### src/hw/rtl/tsc_pkg.sv
// Package for the thermostat setpoint controller.
// Holds register map codes, reset values and the result type; no dependencies.
package tsc_pkg;

  localparam int unsigned TempW    = 8;
  localparam int unsigned MarginW  = 6;
  localparam int unsigned AddrW    = 5;
  localparam int unsigned DataW    = 32;
  localparam int unsigned RegIdxW  = 3;

  localparam logic [RegIdxW-1:0] REG_MARGIN       = 3'd0;
  localparam logic [RegIdxW-1:0] REG_MIN_SETPOINT = 3'd1;
  localparam logic [RegIdxW-1:0] REG_MAX_SETPOINT = 3'd2;
  localparam logic [RegIdxW-1:0] REG_TIMEOUT      = 3'd3;
  localparam logic [RegIdxW-1:0] REG_INIT_SETPT   = 3'd4;

  localparam logic [MarginW-1:0] MARGIN_RST       = 6'd4;
  localparam logic [TempW-1:0]   MIN_SETPOINT_RST = 8'd35;
  localparam logic [TempW-1:0]   MAX_SETPOINT_RST = 8'd75;
  localparam logic [TempW-1:0]   TIMEOUT_RST      = 8'd26;
  localparam logic [TempW-1:0]   INIT_SETPT_RST   = 8'd60;
  localparam logic [TempW-1:0]   IDLE_MAX         = 8'd255;

  typedef struct packed {
    logic             heat_drive;
    logic             cool_drive;
    logic             in_setting;
    logic             power_enabled;
    logic [TempW-1:0] shown_temp;
  } result_t;

endpackage

### src/hw/rtl/thermostat_setpoint_controller_top.sv
// Top level of the thermostat setpoint controller.
// Depends on tsc_pkg for register codes, reset values and the result type.
//
// Usage: each request on the tick channel (tick_valid, tick_stall and the
// button and temperature fields) is one control tick. It is accepted at a
// rising edge where tick_valid is high and tick_stall is low. Every request
// yields exactly one result on the result channel (result_valid,
// result_stall and the drive, mode and display fields), taken at an edge
// where result_valid is high and result_stall is low.
// The result is registered in the output register at the accepting edge, or
// in the skid register when the receiver stalls. Throughput is one request
// per cycle while tick_stall is low; the state update is one pass of compares
// and adds between the state registers and the output register.
// When the receiver stalls, the waiting result holds and one more request
// is still accepted into a skid register; tick_stall then rises until the
// receiver drains it.
// Reset (rst, synchronous, active high) clears power, the setting mode, the
// idle timer and the hysteresis locks, loads the setpoint with 60 and puts the
// configuration registers back to their defaults. The user must write registers
// over the APB port only while no request is in flight; this is not enforced.
module thermostat_setpoint_controller_top (
  input  logic                      clk,
  input  logic                      rst,
  input  logic                      tick_valid,
  output logic                      tick_stall,
  input  logic                      up_released,
  input  logic                      down_released,
  input  logic                      power_released,
  input  logic [tsc_pkg::TempW-1:0] mean_temp,
  input  logic [tsc_pkg::TempW-1:0] probe_temp,
  output logic                      result_valid,
  input  logic                      result_stall,
  output logic                      heat_drive,
  output logic                      cool_drive,
  output logic                      in_setting,
  output logic                      power_enabled,
  output logic [tsc_pkg::TempW-1:0] shown_temp,
  input  logic                      psel,
  input  logic                      penable,
  input  logic                      pwrite,
  input  logic [tsc_pkg::AddrW-1:0] paddr,
  input  logic [tsc_pkg::DataW-1:0] pwdata,
  output logic [tsc_pkg::DataW-1:0] prdata,
  output logic                      pready
);
  import tsc_pkg::*;

  logic [MarginW-1:0] margin;
  logic [TempW-1:0]   min_setpoint;
  logic [TempW-1:0]   max_setpoint;
  logic [TempW-1:0]   setting_timeout;
  logic [TempW-1:0]   initial_setpoint;

  logic [TempW-1:0]   setpoint;
  logic [TempW-1:0]   setpoint_next;
  logic               setting_active;
  logic               setting_active_next;
  logic [TempW-1:0]   idle_ticks;
  logic [TempW-1:0]   idle_ticks_next;
  logic               control_on;
  logic               control_on_next;
  logic               heat_lock;
  logic               heat_lock_next;
  logic               cool_lock;
  logic               cool_lock_next;

  result_t            result_next;
  result_t            out_reg;
  result_t            skid_reg;
  logic               skid_valid;

  logic               cfg_write;
  logic [RegIdxW-1:0] reg_idx;
  logic               tick_accept;
  logic               result_take;

  logic signed [TempW+1:0] sp_adj;
  logic               restart;
  logic [TempW-1:0]   idle_tmp;
  logic [TempW:0]     avg_plus_m;
  logic [TempW:0]     sp_plus_m;
  logic               temp_low;
  logic               temp_high;

  assign pready      = 1'b1;
  assign reg_idx     = paddr[AddrW-1:2];
  assign cfg_write   = psel && penable && pwrite && pready;
  assign tick_stall  = skid_valid;
  assign tick_accept = tick_valid && !tick_stall;
  assign result_take = result_valid && !result_stall;

  always_ff @(posedge clk) begin
    if (rst) begin
      margin           <= MARGIN_RST;
      min_setpoint     <= MIN_SETPOINT_RST;
      max_setpoint     <= MAX_SETPOINT_RST;
      setting_timeout  <= TIMEOUT_RST;
      initial_setpoint <= INIT_SETPT_RST;
    end else if (cfg_write) begin
      unique case (reg_idx)
        REG_MARGIN:       margin           <= pwdata[MarginW-1:0];
        REG_MIN_SETPOINT: min_setpoint     <= pwdata[TempW-1:0];
        REG_MAX_SETPOINT: max_setpoint     <= pwdata[TempW-1:0];
        REG_TIMEOUT:      setting_timeout  <= pwdata[TempW-1:0];
        REG_INIT_SETPT:   initial_setpoint <= pwdata[TempW-1:0];
        default: ;
      endcase
    end
  end

  always_comb begin
    unique case (reg_idx)
      REG_MARGIN:       prdata = DataW'(margin);
      REG_MIN_SETPOINT: prdata = DataW'(min_setpoint);
      REG_MAX_SETPOINT: prdata = DataW'(max_setpoint);
      REG_TIMEOUT:      prdata = DataW'(setting_timeout);
      REG_INIT_SETPT:   prdata = DataW'(initial_setpoint);
      default:          prdata = '0;
    endcase
  end

  always_comb begin
    // Net raise and lower, then limit to the maximum and raise to the minimum.
    sp_adj = $signed({2'b00, setpoint})
           + $signed({{(TempW+1){1'b0}}, setting_active && up_released})
           - $signed({{(TempW+1){1'b0}}, setting_active && down_released});
    if (sp_adj > $signed({2'b00, max_setpoint})) begin
      sp_adj = $signed({2'b00, max_setpoint});
    end
    if (sp_adj < $signed({2'b00, min_setpoint})) begin
      sp_adj = $signed({2'b00, min_setpoint});
    end
    setpoint_next = sp_adj[TempW-1:0];

    restart             = 1'b0;
    setting_active_next = setting_active;
    if (up_released || down_released) begin
      if (!setting_active) begin
        setting_active_next = 1'b1;
      end else begin
        restart = 1'b1;
      end
    end

    result_next.shown_temp = setting_active_next ? setpoint_next : probe_temp;

    idle_ticks_next = idle_ticks;
    if (setting_active_next) begin
      idle_tmp = (restart && (idle_ticks < setting_timeout)) ? '0 : idle_ticks;
      if (idle_tmp >= setting_timeout) begin
        setting_active_next = 1'b0;
        idle_ticks_next     = '0;
      end else if (idle_tmp < IDLE_MAX) begin
        idle_ticks_next = idle_tmp + 1'b1;
      end else begin
        idle_ticks_next = idle_tmp;
      end
    end else begin
      idle_tmp = idle_ticks;
    end

    control_on_next = control_on ^ power_released;

    avg_plus_m = {1'b0, mean_temp} + {{(TempW+1-MarginW){1'b0}}, margin};
    sp_plus_m  = {1'b0, setpoint_next} + {{(TempW+1-MarginW){1'b0}}, margin};
    temp_low   = avg_plus_m < {1'b0, setpoint_next};
    temp_high  = {1'b0, mean_temp} > sp_plus_m;

    heat_lock_next = heat_lock;
    cool_lock_next = cool_lock;
    if (control_on_next) begin
      if (!cool_lock_next) begin
        if (temp_low && !heat_lock_next) begin
          heat_lock_next = 1'b1;
        end
        if (temp_high && heat_lock_next) begin
          heat_lock_next = 1'b0;
        end
      end
      if (!heat_lock_next) begin
        if (temp_high && !cool_lock_next) begin
          cool_lock_next = 1'b1;
        end
        if (temp_low && cool_lock_next) begin
          cool_lock_next = 1'b0;
        end
      end
    end else begin
      heat_lock_next = 1'b0;
      cool_lock_next = 1'b0;
    end

    result_next.heat_drive    = control_on_next && heat_lock_next;
    result_next.cool_drive    = control_on_next && cool_lock_next;
    result_next.in_setting    = setting_active_next;
    result_next.power_enabled = control_on_next;
  end

  always_ff @(posedge clk) begin
    if (rst) begin
      setpoint       <= INIT_SETPT_RST;
      setting_active <= 1'b0;
      idle_ticks     <= '0;
      control_on     <= 1'b0;
      heat_lock      <= 1'b0;
      cool_lock      <= 1'b0;
    end else if (tick_accept) begin
      setpoint       <= setpoint_next;
      setting_active <= setting_active_next;
      idle_ticks     <= idle_ticks_next;
      control_on     <= control_on_next;
      heat_lock      <= heat_lock_next;
      cool_lock      <= cool_lock_next;
    end
  end

  always_ff @(posedge clk) begin
    if (rst) begin
      result_valid <= 1'b0;
      skid_valid   <= 1'b0;
    end else begin
      if (skid_valid) begin
        if (result_take) begin
          skid_valid <= 1'b0;
        end
      end else if (tick_accept) begin
        if (result_valid && !result_take) begin
          skid_valid <= 1'b1;
        end else begin
          result_valid <= 1'b1;
        end
      end else if (result_take) begin
        result_valid <= 1'b0;
      end
    end
  end

  always_ff @(posedge clk) begin
    if (skid_valid) begin
      if (result_take) begin
        out_reg <= skid_reg;
      end
    end else if (tick_accept) begin
      if (result_valid && !result_take) begin
        skid_reg <= result_next;
      end else begin
        out_reg <= result_next;
      end
    end
  end

  assign heat_drive    = out_reg.heat_drive;
  assign cool_drive    = out_reg.cool_drive;
  assign in_setting    = out_reg.in_setting;
  assign power_enabled = out_reg.power_enabled;
  assign shown_temp    = out_reg.shown_temp;

endmodule

### config.mk
export PLATFORM = sky130hd
export DESIGN_NAME = thermostat_setpoint_controller_top
export DESIGN_NICKNAME = d
export VERILOG_FILES = /design/src/hw/rtl/tsc_pkg.sv /design/src/hw/rtl/thermostat_setpoint_controller_top.sv
export SDC_FILE = /design/constraint.sdc
export NUM_CORES = 1
export LEC_CHECK = 0
export ABC_AREA = 1
export BUFFER_PORTS_ARGS = -buffer_cell sky130_fd_sc_hd__buf_2
export CAP_MARGIN = 5
export CORE_ASPECT_RATIO = 1.1
export CORE_UTILIZATION = 35
export CTS_CLUSTER_DIAMETER = 50
export DETAILED_ROUTE_END_ITERATION = 8
export PLACE_DENSITY = 0.57
export SLEW_MARGIN = 40
export SYNTH_ARGS = -nofsm -noshare
export SYNTH_HDL_FRONTEND = slang
export SYNTH_SLANG_ARGS = --single-unit
### constraint.sdc
create_clock -name clk -period 9.8 [get_ports clk]
set_input_delay 0.98 -clock clk [delete_from_list [all_inputs] [get_ports clk]]
set_output_delay 0.98 -clock clk [all_outputs]
set_load 0.02 [all_outputs]
Yosys cells after proc, flatten, opt, wreduce, memory -nomap -nowiden
Index checks and enable logic that the tools add are counted.
Storage, ports and cells
  bits in registers: 84
  bits of input ports: 63
Cells by class
  $add $sub $neg: 5
  $lt $le $gt $ge: 7
  equal/unequal tests: 7
  mux-type cells: 36
  bitwise gates (word level): 2
  reductions and logical operators: 32
Operators with widths (number)
  $mux W12: 4
  $mux W8: 5
  $pmux W8 S5: 1
  $mux W1: 25
  $add A8 B6 Y9: 2
  $logic_and A1 B1 Y1: 14
  $reduce_and A2 Y1: 6
  $gt A10 B9 Y1: 1
  $lt A10 B9 Y1: 1
  $mux W10: 1
  $sub A9 B1 Y10: 1
  $add A8 B1 Y9: 1
  $gt A8 B9 Y1: 1
  $lt A9 B8 Y1: 1
  $reduce_and A3 Y1: 3
  $add A8 B1 Y8 const B: 1
  $ge A8 B8 Y1: 1
  $lt A8 B8 Y1: 1
  $lt A8 B8 Y1 const B: 1
  $eq A3 B2 Y1 const B: 2
  $logic_not A1 Y1: 5
  $ne A2 B2 Y1 const B: 2
  $reduce_bool A2 Y1: 2
  $eq A3 B1 Y1 const B: 1
  other kinds (6): 6

Depth between registers and ports, before layout
Gate-level depths: netlist of run 1.
  depth in word-level cells: 26
  depth in mapped cells: 52

Worst setup path before layout of run 1
OpenSTA, ideal clock, no wires.
  kind: in2reg
  from: input down_released
  to: register out_reg (netlist bit cool_drive), data pin
  library setup time: 265 ps
  data arrival time: 6982 ps
  required time: 9535 ps
  path slack: 2553 ps
  cell stages on the path: 51
  buffers on the path: 1
  cells stage by stage: nand2_1 inv_1 ha_1 inv_1 ha_1 inv_1 fa_1 inv_1 nand2_1 nand2_1 nand2_1 nor2_1 nor2_1 xor2_1 ha_1 nand2_1 o211ai_1 clkinv_1 [15 not listed] inv_1 ha_1 nand3_1 and2_1 inv_1 a21oi_1 o21ai_0 nand2_1 a21oi_1 xor2_1 ha_1 nand2_1 nor4_1 nor2_1 nand2_1 nand2_1 nand3_1 o21ai_1
Between the ends
  word-level cells in the longest chain between the ends: 21
  elaborated cells on any way between the ends: 29
  those cells by class: add/sub: 2; order compare: 4; mux: 17; reduce/logical: 6
Ends and longest elaborated chain
  start: declaration: line thermostat_setpoint_controller_top.sv:27  | input logic down_released,
  $logic_and A1 B1 Y1 (*): line thermostat_setpoint_controller_top.sv:126  | - $signed({{(TempW+1){1'b0}}, setting_active && down_released});
  $sub A9 B1 Y10 (*): line thermostat_setpoint_controller_top.sv:126
  $gt A10 B9 Y1: line thermostat_setpoint_controller_top.sv:127  | if (sp_adj > $signed({2'b00, max_setpoint})) begin
  $mux W10 (*): line thermostat_setpoint_controller_top.sv:127
  $lt A10 B9 Y1: line thermostat_setpoint_controller_top.sv:130  | if (sp_adj < $signed({2'b00, min_setpoint})) begin
  $mux W8 (*): line thermostat_setpoint_controller_top.sv:130
  via sp_adj[2]: line thermostat_setpoint_controller_top.sv:77  | logic signed [TempW+1:0] sp_adj;
  parallel branches: the longest is 9 deep, another holds $add A8 B6 Y9
  $mux W1 (*): line thermostat_setpoint_controller_top.sv:180  | if (!heat_lock_next) begin
  $mux W1 (*): line thermostat_setpoint_controller_top.sv:171  | if (control_on_next) begin
  $logic_and A1 B1 Y1 (*): line thermostat_setpoint_controller_top.sv:194  | result_next.cool_drive = control_on_next && cool_lock_next;
  $mux W12 (*): line thermostat_setpoint_controller_top.sv:244  | if (result_valid && !result_take) begin
  $mux W12 (*): line thermostat_setpoint_controller_top.sv:243  | end else if (tick_accept) begin
  $mux W12 (*): line thermostat_setpoint_controller_top.sv:239  | if (skid_valid) begin
  end signal: assignment: line thermostat_setpoint_controller_top.sv:241  | out_reg <= skid_reg;
  end signal: assignment: line thermostat_setpoint_controller_top.sv:247  | out_reg <= result_next;
  end: declaration: line thermostat_setpoint_controller_top.sv:68  | result_t out_reg;
Mark *: on every way through the listed nets, which the timed path passes. The select of a mux whose other input is x is not followed.
A chain may end at the register's enable or synchronous reset.

Worst setup path in the final report of run 1
Same ends and word-level chain as after synthesis.

==> summary.md, run 1 <==
| Metric | Value |
|---|---|
| Outcome | `completed` |
| Fin crit share | `80.7%` |
| Peak supply drop | `229 uV` |
| Actual slew at the worst max-slew pin | `0.701 ns` |
| Post-CTS sizing | `0` |
| Die H | `140 um` |
| Tmin final | `7.91 ns` |
| Crit-path slowest cell | `fa_1` |
| Worst-path fanout max | `15` |
| Unique cell type count in the Yosys netlist | `51` |
| Max FFs per register | `12` |
| Pleak | `3.29 nW` |
| Clock Tree Root | `clkbuf_16` |
| Leading post-synthesis cells by cell area | `dfxtp_1 (20%), ha_1 (15%), edfxtp_1 (12%)` |
| Per-cell routed wire length | `13.5 um` |
| Fin. Hold Viols | `0` |
| Area of the multi-input gates | `3580 um^2` |
| Die area | `18000 um^2` |
| CTS tree | `done` |
| Clock sink total | `84` |
| Fraction of layout cells with a size suffix above 1 | `14.1%` |
| P&R area growth vs syn | `12.3%` |
| # setup viols final | `0` |
| Final ANT Viol Nets | `0` |
| Cell count after synthesis | `805` |
| Row count | `50` |
| Fmax achieved | `126 MHz` |
| CP Launch Type | `input pin` |
| CP Class | `in -> reg` |
| Mapped Avg Cell Area | `7.58 um^2` |
| CTS Buffer Depth | `2` |
| Most used cell, CP | `nand2_1` |
| Max_cap viols | `0` |
| Pwr Total | `0.00257 W` |
| Later-pin clock latency in the skew report | `0.35 ns` |
| Worst rel slew slack | `53.1%` |
| WHS Path Cells | `2` |
| Asr flop ratio synth | `0%` |
| Crit-path max cell delay | `0.40 ns` |
| Min-delay worst type | `reg -> reg` |
| CP Capture Type | `flip-flop` |
| Initial core utilization | `35.8%` |
| Post-CTS setup buffers | `0` |
| Via Count | `5157` |
| Number of hold buffers added after CTS | `0` |
| Leading area contributor after synthesis | `dfxtp_1` |
| Yosys warns | `0` |
| Pin count of the biggest net entering global routing | `43` |
| DR pass1 iterations | `5` |
| Cells on worst reg2reg path | `49` |
| Placed Area | `6540 um^2` |
| Die width | `128 um` |
| Vias per cell | `4.69` |
| Post-synth EDFFs | `24` |
| Clock transition at the registers of the reported paths | `0.07 ns` |
| Top cells by count, synth | `nand2_1 (166), inv_1 (110), ha_1 (71), a21oi_1 (64), dfxtp_1 (60)` |
| Inserted Diodes | `0` |
| Grt total ovfl | `0` |
| Setup_tns | `0 ns` |
| Vias in the first global route | `4705` |
| Synth Flop Type | `dfxtp_1` |
| CTS buffer count | `9` |
| Iter 0 DRT Violations | `243` |
| Hpwl dp | `11600 um` |
| Worst EP arrival | `7.98 ns` |
| WL final | `14900 um` |
| #FFs+latches synth | `84` |
| CTS H-tree lvls | `3` |
| Seq. cell area | `1920 um^2` |
| Worst Path Required | `9.87 ns` |
| Most frequent cell after synthesis | `nand2_1` |
| Fin area | `6850 um^2` |
| Fin Clk Skew | `0.0103 ns` |
| Aggregate global-route resource usage | `16.8%` |
| First-pass GRT wire length | `23500 um` |
| Final nets | `997` |
| Gpl congestion | `0.832` |
| Power density over the cells | `375 nW/um^2` |
| Synth top area share | `19.7%` |
| Filler cells | `1860` |
| # DRC | `0` |
| I/O Buffers | `58` |
| Mapped cell area | `6100 um^2` |
| I/O pin total | `110` |
| Max Slew Vio Count | `0` |
| Seq/Total Area, Yosys | `31.5%` |
| Core area | `17000 um^2` |
| RSZ-0062 raised after global routing | `false` |
| Initial antenna violation count | `0` |
-- where the power goes --
group          switching, W  internal [W]  total [W]  leakage (nW)
Sequential        0.0000205      0.000443   0.000463         0.715
Combinational       0.00110      0.000660    0.00176          2.42
Clock              0.000146      0.000206   0.000352         0.150
-- worst max-delay path, delay by kind of cell --
kind / cells / cell delay [ns]
AND/OR/NAND/NOR: 22 / 2.11
XOR/XNOR: 2 / 0.25
AO/OA/AOI/OAI: 10 / 1.73
adder cells (fa/ha/maj): 7 / 2.17
buffers and inverters: 10 / 0.72
-- cells by family (layout without fill, tap and decap cells) --
| family | Yosys count | in the layout | share of synthesized area [%] |
|---|---|---|---|
| AO/OA/AOI/OAI | 177 | 177 | 17.7 |
| XOR/XNOR | 19 | 19 | 2.73 |
| adder cells (fa/ha/maj) | 74 | 74 | 15.5 |
| buffers and inverters | 158 | 195 | 11.4 |
| flip-flops | 84 | 84 | 31.5 |
| other | 2 | 25 | 0.123 |
| AND/OR/NAND/NOR | 291 | 291 | 21.0 |
-- cell usage in the layout, fill, tap and decap left out, types with 3 or more instances in the layout --
master and instances:
inv_1 109, o21a_4 4, conb_1 25, inv_6 3
edfxtp_1 24, a221oi_1 5, fa_1 3, nand2_1 166
nand4_1 8, dfxtp_1 60, o21ai_2 8, xnor2_1 7
o21ai_1 9, xor2_1 12, nand2_2 9, clkinv_1 3
nor2_1 52, nor3_1 4, buf_2 58, clkbuf_16 9
a21oi_1 63, nand3_1 30, ha_1 71, nor2_2 3
inv_2 8, o21ai_0 52, nand3_2 6, o211ai_1 18
-- cell type report --
cell class / instances / share of cell area (%)
multi-input cells: 586 / 52.3
flip-flops and latches: 84 / 28.0
inverters: 121 / 6.70
well taps: 234 / 4.27
repair buffers: 58 / 4.24
clock buffers: 10 / 3.49
clock inverters: 6 / 0.986
-- per-stage QoR --
step / hold slack, ns / cells / util, % / worst slack (ns)
2_1_floorplan: 0.429 / 828 / - / 2.55
3_3_place_gp: 0.443 / 1083 / 38.4 / 1.57
3_5_place_dp: 0.449 / 1083 / 38.4 / 1.55
4_1_cts: 0.468 / 1099 / 40.2 / 1.87
5_1_grt: 0.494 / 1099 / 40.3 / 1.18
6_report: 0.471 / 1099 / 40.3 / 1.89
-- path summary, 6_finish.rpt --
check | from | end | slack, ns
worst min-delay path | initial_setpoint[3] | initial_setpoint[3] | 0.47
worst min register to register | initial_setpoint[3] | initial_setpoint[3] | 0.47
worst max-delay path | down_released | cool_drive | 1.89
worst max register to register | setting_active | cool_drive | 2.30
-- routing by layer --
metal / share of wire (%) / GRT usage [%]
met3: 3.7 / 3.06
met5: 0 / 0
met1: 50 / 23.2
met2: 45 / 26.7
met4: 1.1 / 4.71
(Power assumes the default switching activity.)
==> run 2: changes to the inputs <==
clock period = 7.35 ns   (was 9.8 ns; I/O delays follow)
==> summary.md, run 2 (synthesis gave the netlist of run 1 again) <==
| Metric | Value |
|---|---|
| Most common cell after layout, fill and taps aside | `nand2_1` |
| Worst rel slew slack | `50.2% (-2.9 points)` |
| Hpwl dp | `12000 um (+3.4%)` |
| WL final | `15600 um (+4.7%)` |
| Pwr Total | `0.00428 W (+66%)` |
| Worst-path fanout max | `6 (-9)` |
| Pin count of the biggest net entering global routing | `43 (unchanged)` |
| Die area | `18000 um^2 (unchanged)` |
| Worst Path Required | `7.43 ns (-2.44 ns)` |
| Area of the multi-input gates | `3760 um^2 (+4.9%)` |
| CTS H-tree lvls | `3 (unchanged)` |
| Gpl congestion | `0.847 (+1.9%)` |
| Vias in the first global route | `4968 (+5.6%)` |
| Fraction of layout cells with a size suffix above 1 | `21.9% (+7.8 points)` |
| Setup WS post-layout | `0.415 ns (-1.48 ns)` |
| CP Launch Type | `input pin` |
| Max Slew Vio Count | `0 (unchanged)` |
| I/O Buffers | `58 (unchanged)` |
| Grt total ovfl | `0 (unchanged)` |
| Initial core utilization | `35.8% (unchanged)` |
| Clock Tree Root | `clkbuf_16` |
| Most used cell, CP | `nand2_1` |
| Crit-path slowest cell | `fa_2` |
| CTS buffer count | `9 (unchanged)` |
| # DRC | `0 (unchanged)` |
| P&R area growth vs syn | `20.1%` |
| Commonest non-fill, non-tap cells in the layout | `nand2_1 (160), inv_1 (107), ha_1 (66)` |
| DR pass1 iterations | `5 (unchanged)` |
| Final ANT Viol Nets | `0 (unchanged)` |
| Crit-path max cell delay | `0.34 ns (-0.06 ns)` |
| Vias per cell | `4.75 (+1.2%)` |
| CP Class | `in -> reg` |
| Die width | `128 um (unchanged)` |
| Actual slew at the worst max-slew pin | `0.745 ns (+0.0437 ns)` |
| Fin crit share | `94.3%` |
| Aggregate global-route resource usage | `17.8% (+0.93 points)` |
| Fmax achieved | `144 MHz` |
| Initial antenna violation count | `0 (unchanged)` |
| Via Count | `5422 (+5.1%)` |
| Power density over the cells | `583 nW/um^2 (+55%)` |
| Max_cap viols | `0 (unchanged)` |
| Final nets | `1040 (+4.3%)` |
| Iter 0 DRT Violations | `216 (-11%)` |
| Fin. Hold Viols | `0 (unchanged)` |
| # setup viols final | `0 (unchanged)` |
| CP Capture Type | `flip-flop` |
| Peak supply drop | `265 uV (+15%)` |
| Clock transition at the registers of the reported paths | `0.06 ns (about the same)` |
| CTS Buffer Depth | `2 (unchanged)` |
| Worst EP arrival | `7.02 ns (-0.96 ns)` |
| Number of hold buffers added after CTS | `0 (unchanged)` |
| WL met3 | `575 um (+5.1%)` |
| CTS tree | `done` |
| Min-delay worst type | `reg -> reg` |
| Die H | `140 um (unchanged)` |
| Clock sink total | `84 (unchanged)` |
| Seq. cell area | `1920 um^2 (unchanged)` |
| Metal1 wirelength | `7580 um (+1.6%)` |
| Per-cell routed wire length | `13.6 um (+0.71%)` |
| Row count | `50 (unchanged)` |
| Placement Setup Slack | `-0.470 ns (-2.02 ns)` |
| I/O pin total | `110 (unchanged)` |
| Top sig layer | `met4` |
| First-pass GRT wire length | `25000 um (+6.3%)` |
| Pleak | `3.50 nW (+6.5%)` |
| Outcome | `completed` |
| Met2 Routed Length | `7250 um (+8.3%)` |
| Filler cells | `1774 (-4.6%)` |
| Core area | `17000 um^2 (unchanged)` |
| Inserted Diodes | `0 (unchanged)` |
| Tmin final | `6.93 ns` |
| Fin Clk Skew | `0.00813 ns (-0.00216 ns)` |
| Max FFs per register | `12 (unchanged)` |
| Later-pin clock latency in the skew report | `0.35 ns (about the same)` |
## run 2: cell count changes in the layout (fill, tap and decap cells not counted), moves of 5 or more
cell / change
buf_4: +42
nand2_1: -6
ha_1: -5
nand2_2: +5
o21ai_0: -5
## run 2: stage by stage
stage	hold slack (ns)	instance area [um^2]	cells	setup TNS [ns]	util, %
after global routing	0.490	7330	1142	-0.311	43.1
final	0.482	7330	1142	0	43.1
after global placement	0.446	6840	1123	-1.79	40.2
after CTS	0.472	7140	1139	0	41.9
after floorplan	0.429	6190	828	0	-
after detailed placement	0.453	6840	1123	-2.31	40.2
## run 2: timing repair
item,CTS,global route
buffers inserted,0,2
gates cloned,0,1
setup endpoints to repair,4,6
pin swaps,1,23
resized for setup,3,41
hold endpoints to repair,0,0
## run 2: layout make-up
cell class / count / area share [%]
tap: 234 / 4.00
clock buffer: 10 / 3.12
timing repair buffer: 100 / 8.26
inverter: 121 / 6.27
sequential: 84 / 26.2
multi-input combinational: 587 / 51.3
clock inverter: 6 / 0.871
## run 2: layer usage
layer | vias up | track usage, %
met5 | - | 0
met4 | 0 | 5.02
met3 | 13 | 2.79
met2 | 101 | 28.2
met1 | 2470 | 24.7
li1 | 2838 | -
## run 2: worst paths after layout
kind	cells past startpoint	end	startpoint	slack, ns
max	53	cool_drive	down_released	0.42
max reg2reg	51	cool_drive	setting_active	0.58
min reg2reg	2	initial_setpoint[3]	initial_setpoint[3]	0.48
min	2	initial_setpoint[3]	initial_setpoint[3]	0.48
## run 2: worst max-delay path: cells and delay by family
kind	cells	cell delay (ns)
compound gates	10	1.23
fa+ha+maj	7	1.87
xor+xnor	2	0.32
buf+inv	11	0.80
simple gates	23	2.02
## run 2: where the power goes
| part | leakage (nW) | switching (W) | internal, W |
|---|---|---|---|
| registers | 0.715 | 0.0000296 | 0.000591 |
| logic | 2.65 | 0.00174 | 0.00146 |
| clock network | 0.135 | 0.000194 | 0.000263 |
==> run 3: changes to the inputs <==
CORE_MARGIN = 2   (was not set)
CTS_CLUSTER_DIAMETER = not set   (was 50)
==> summary.md, run 3 (synthesis gave the netlist of run 1 again) <==
| Metric | Value |
|---|---|
| Outcome | `completed` |
| Max_cap viols | `0 (unchanged)` |
| Placement Setup Slack | `-0.459 ns (+0.0114 ns)` |
| CP Launch Type | `input pin` |
| Fraction of layout cells with a size suffix above 1 | `22.0% (+0.086 points)` |
| Max FFs per register | `12 (unchanged)` |
| Die width | `130 um (+1.6%)` |
| Die H | `142 um (+1.4%)` |
| Tmin final | `6.92 ns (-0.0129 ns)` |
| Inserted Diodes | `0 (unchanged)` |
| Die area | `18500 um^2 (+3.0%)` |
| GRT met1 Usage | `23.3% (-1.4 points)` |
| Grt total ovfl | `0 (unchanged)` |
| Gpl congestion | `0.841 (-0.79%)` |
| Comb pwr share | `76.1% (+1.3 points)` |
| Number of hold buffers added after CTS | `0 (unchanged)` |
| Clock sink total | `84 (unchanged)` |
| CTS H-tree lvls | `3 (unchanged)` |
| P&R area growth vs syn | `20.7%` |
| Busiest grt layer | `met2` |
| Setup_tns | `0 ns (unchanged)` |
| Setup WS post-layout | `0.428 ns (+0.0129 ns)` |
| Crit-path slowest cell | `fa_2` |
| Pint | `0.00234 W (+1.1%)` |
| Switch share | `45.8% (-0.15 points)` |
| Fin crit share | `94.2% (-0.18 points)` |
| Core area | `17000 um^2 (unchanged)` |
| Share of total power in the clock network | `9.5% (-1.2 points)` |
| Crit-path max cell delay | `0.38 ns (+0.04 ns)` |
| Later-pin clock latency in the skew report | `0.34 ns (about the same)` |
| Final ANT Viol Nets | `0 (unchanged)` |
| CTS Buffer Depth | `2 (unchanged)` |
| Hold Slack | `0.469 ns (-0.0138 ns)` |
| WL final | `15400 um (-1.1%)` |
| Post-Place Cells | `1121 (-0.18%)` |
| FF-to-FF Start | `setting_active` |
| Met2 GRT Util | `26.8% (-1.5 points)` |
| Reg2reg end | `cool_drive` |
| I/O pin total | `110 (unchanged)` |
| Finished Layout Cells | `1143 (+0.088%)` |
| Commonest non-fill, non-tap cells in the layout | `nand2_1 (161), inv_1 (105), ha_1 (63)` |
| CP Class | `in -> reg` |
| Power density over the cells | `586 nW/um^2 (+0.42%)` |
| Cells on worst reg2reg path | `46 (-9.8%)` |
| Fin Clk Skew | `0.00791 ns (-0.000219 ns)` |
| WHS Path Cells | `2 (unchanged)` |
| Pin count of the biggest net entering global routing | `43 (unchanged)` |
| Row count | `50 (unchanged)` |
| CTS tree | `done` |
| Via Count | `5391 (-0.57%)` |
| Max Slew Vio Count | `0 (unchanged)` |
| Worst-path fanout max | `5 (-1)` |
| CTS buffer count | `9 (unchanged)` |
| Fmax achieved | `144 MHz (+0.19%)` |
| Worst EP arrival | `6.99 ns (-0.03 ns)` |
| Vias in the first global route | `4974 (+0.12%)` |
| Hold worst-path end | `initial_setpoint[4]` |
| Initial core utilization | `35.8% (unchanged)` |
| Final nets | `1041 (+0.096%)` |
| # DRC | `0 (unchanged)` |
| Per-cell routed wire length | `13.5 um (-1.1%)` |
| DR pass1 iterations | `5 (unchanged)` |
| Worst Path Required | `7.42 ns (about the same)` |
| CP Capture Type | `flip-flop` |
| # setup viols final | `0 (unchanged)` |
| Pleak | `3.50 nW (about the same)` |
| Min-delay worst type | `reg -> reg` |
| Hpwl dp | `12000 um (+0.16%)` |
| I/O Buffers | `58 (unchanged)` |
| Total net switching power | `0.00197 W (+0.54%)` |
| Vias per cell | `4.72 (-0.66%)` |
| Aggregate global-route resource usage | `16.9% (-0.85 points)` |
| Met3 usage | `2.93% (+0.14 points)` |
| Actual slew at the worst max-slew pin | `0.833 ns (+0.0877 ns)` |
| First-pass GRT wire length | `24600 um (-1.4%)` |
| Most common cell after layout, fill and taps aside | `nand2_1` |
| Reg power frac | `14.4% (about the same)` |
| Initial antenna violation count | `0 (unchanged)` |
| Iter 0 DRT Violations | `210 (-2.8%)` |
| Peak supply drop | `265 uV (about the same)` |
| Worst rel slew slack | `44.1% (-6.2 points)` |
| Hold Crit Start | `initial_setpoint[4]` |
| Worst R2R Setup Slack | `0.53 ns (-0.05 ns)` |
| Clock Tree Root | `clkbuf_16` |
| Clock transition at the registers of the reported paths | `0.06 ns (about the same)` |
| Fin. Hold Viols | `0 (unchanged)` |
| Pwr Total | `0.00431 W (+0.86%)` |
[run 3: cell types whose count changed in the layout (fill, tap and decap cells not counted), moves of 2 or more]
| cell | delta |
|---|---|
| clkinv_1 | +2 |
| ha_4 | +3 |
| nand2_2 | -2 |
| ha_1 | -3 |
| inv_1 | -2 |
[run 3: stage by stage]
stage	instance area, um^2	utilization [%]
CTS	7090	41.7
detailed placement	6830	40.1
global route	7360	43.3
global placement	6820	40.1
finish	7360	43.3
floorplan	6190	-
[run 3: layout make-up]
cell class                      count  area, um^2
Inverter                          121         462
Clock inverter                      5        28.8
Tap cell                          234         293
Timing Repair Buffer              101         617
Clock buffer                       11         233
Fill cell                        1773        9660
Multi-Input combinational cell    587        3810
Sequential cell                    84        1920
[run 3: critical path: cells and delay by family]
kind	cells	cell delay (ns)
xor+xnor	2	0.33
simple gates	21	1.74
buf+inv	7	0.55
compound gates	9	1.39
fa+ha+maj	8	2.24
[run 3: per-layer routing]
layer | share of wire [%] | routed length [um]
met5 | 0 | 0
met4 | 1.2 | 180
met3 | 4.5 | 695
met2 | 46 | 7140
met1 | 48 | 7390
[run 3: power by group through the flow]
| stage | logic [W] | clock network (W) | registers [W] |
|---|---|---|---|
| 6_report | 0.00328 | 0.000410 | 0.000621 |
| 5_1_grt | 0.00368 | 0.000435 | 0.000628 |
| 4_1_cts | 0.00290 | 0.000420 | 0.000619 |
| 3_5_place_dp | 0.00287 | 0 | 0.000629 |
| 3_3_place_gp | 0.00284 | 0 | 0.000628 |
| 2_1_floorplan | 0.00183 | 0 | 0.000663 |
[run 3: worst max-delay path by stage]
| stage | start | endpoint | slack [ns] | depth (start not counted) |
|---|---|---|---|---|
| 6_report | up_released | cool_drive | 0.43 | 47 |
| 2_1_floorplan | down_released | cool_drive | 0.35 | 51 |
| 3_5_place_dp | down_released | cool_lock | -0.46 | 52 |
| 3_3_place_gp | down_released | cool_lock | -0.41 | 49 |
| 4_1_cts | down_released | cool_drive | 0.03 | 49 |
| 5_1_grt | up_released | cool_lock | -0.03 | 49 |
[run 3: what timing repair did]
item	in CTS	in global routing
endpoints found under the hold margin	0	0
pin swaps	0	29
gates cloned	0	1
setup endpoints to repair	6	6
gates resized for setup	4	48
buffers inserted	0	5
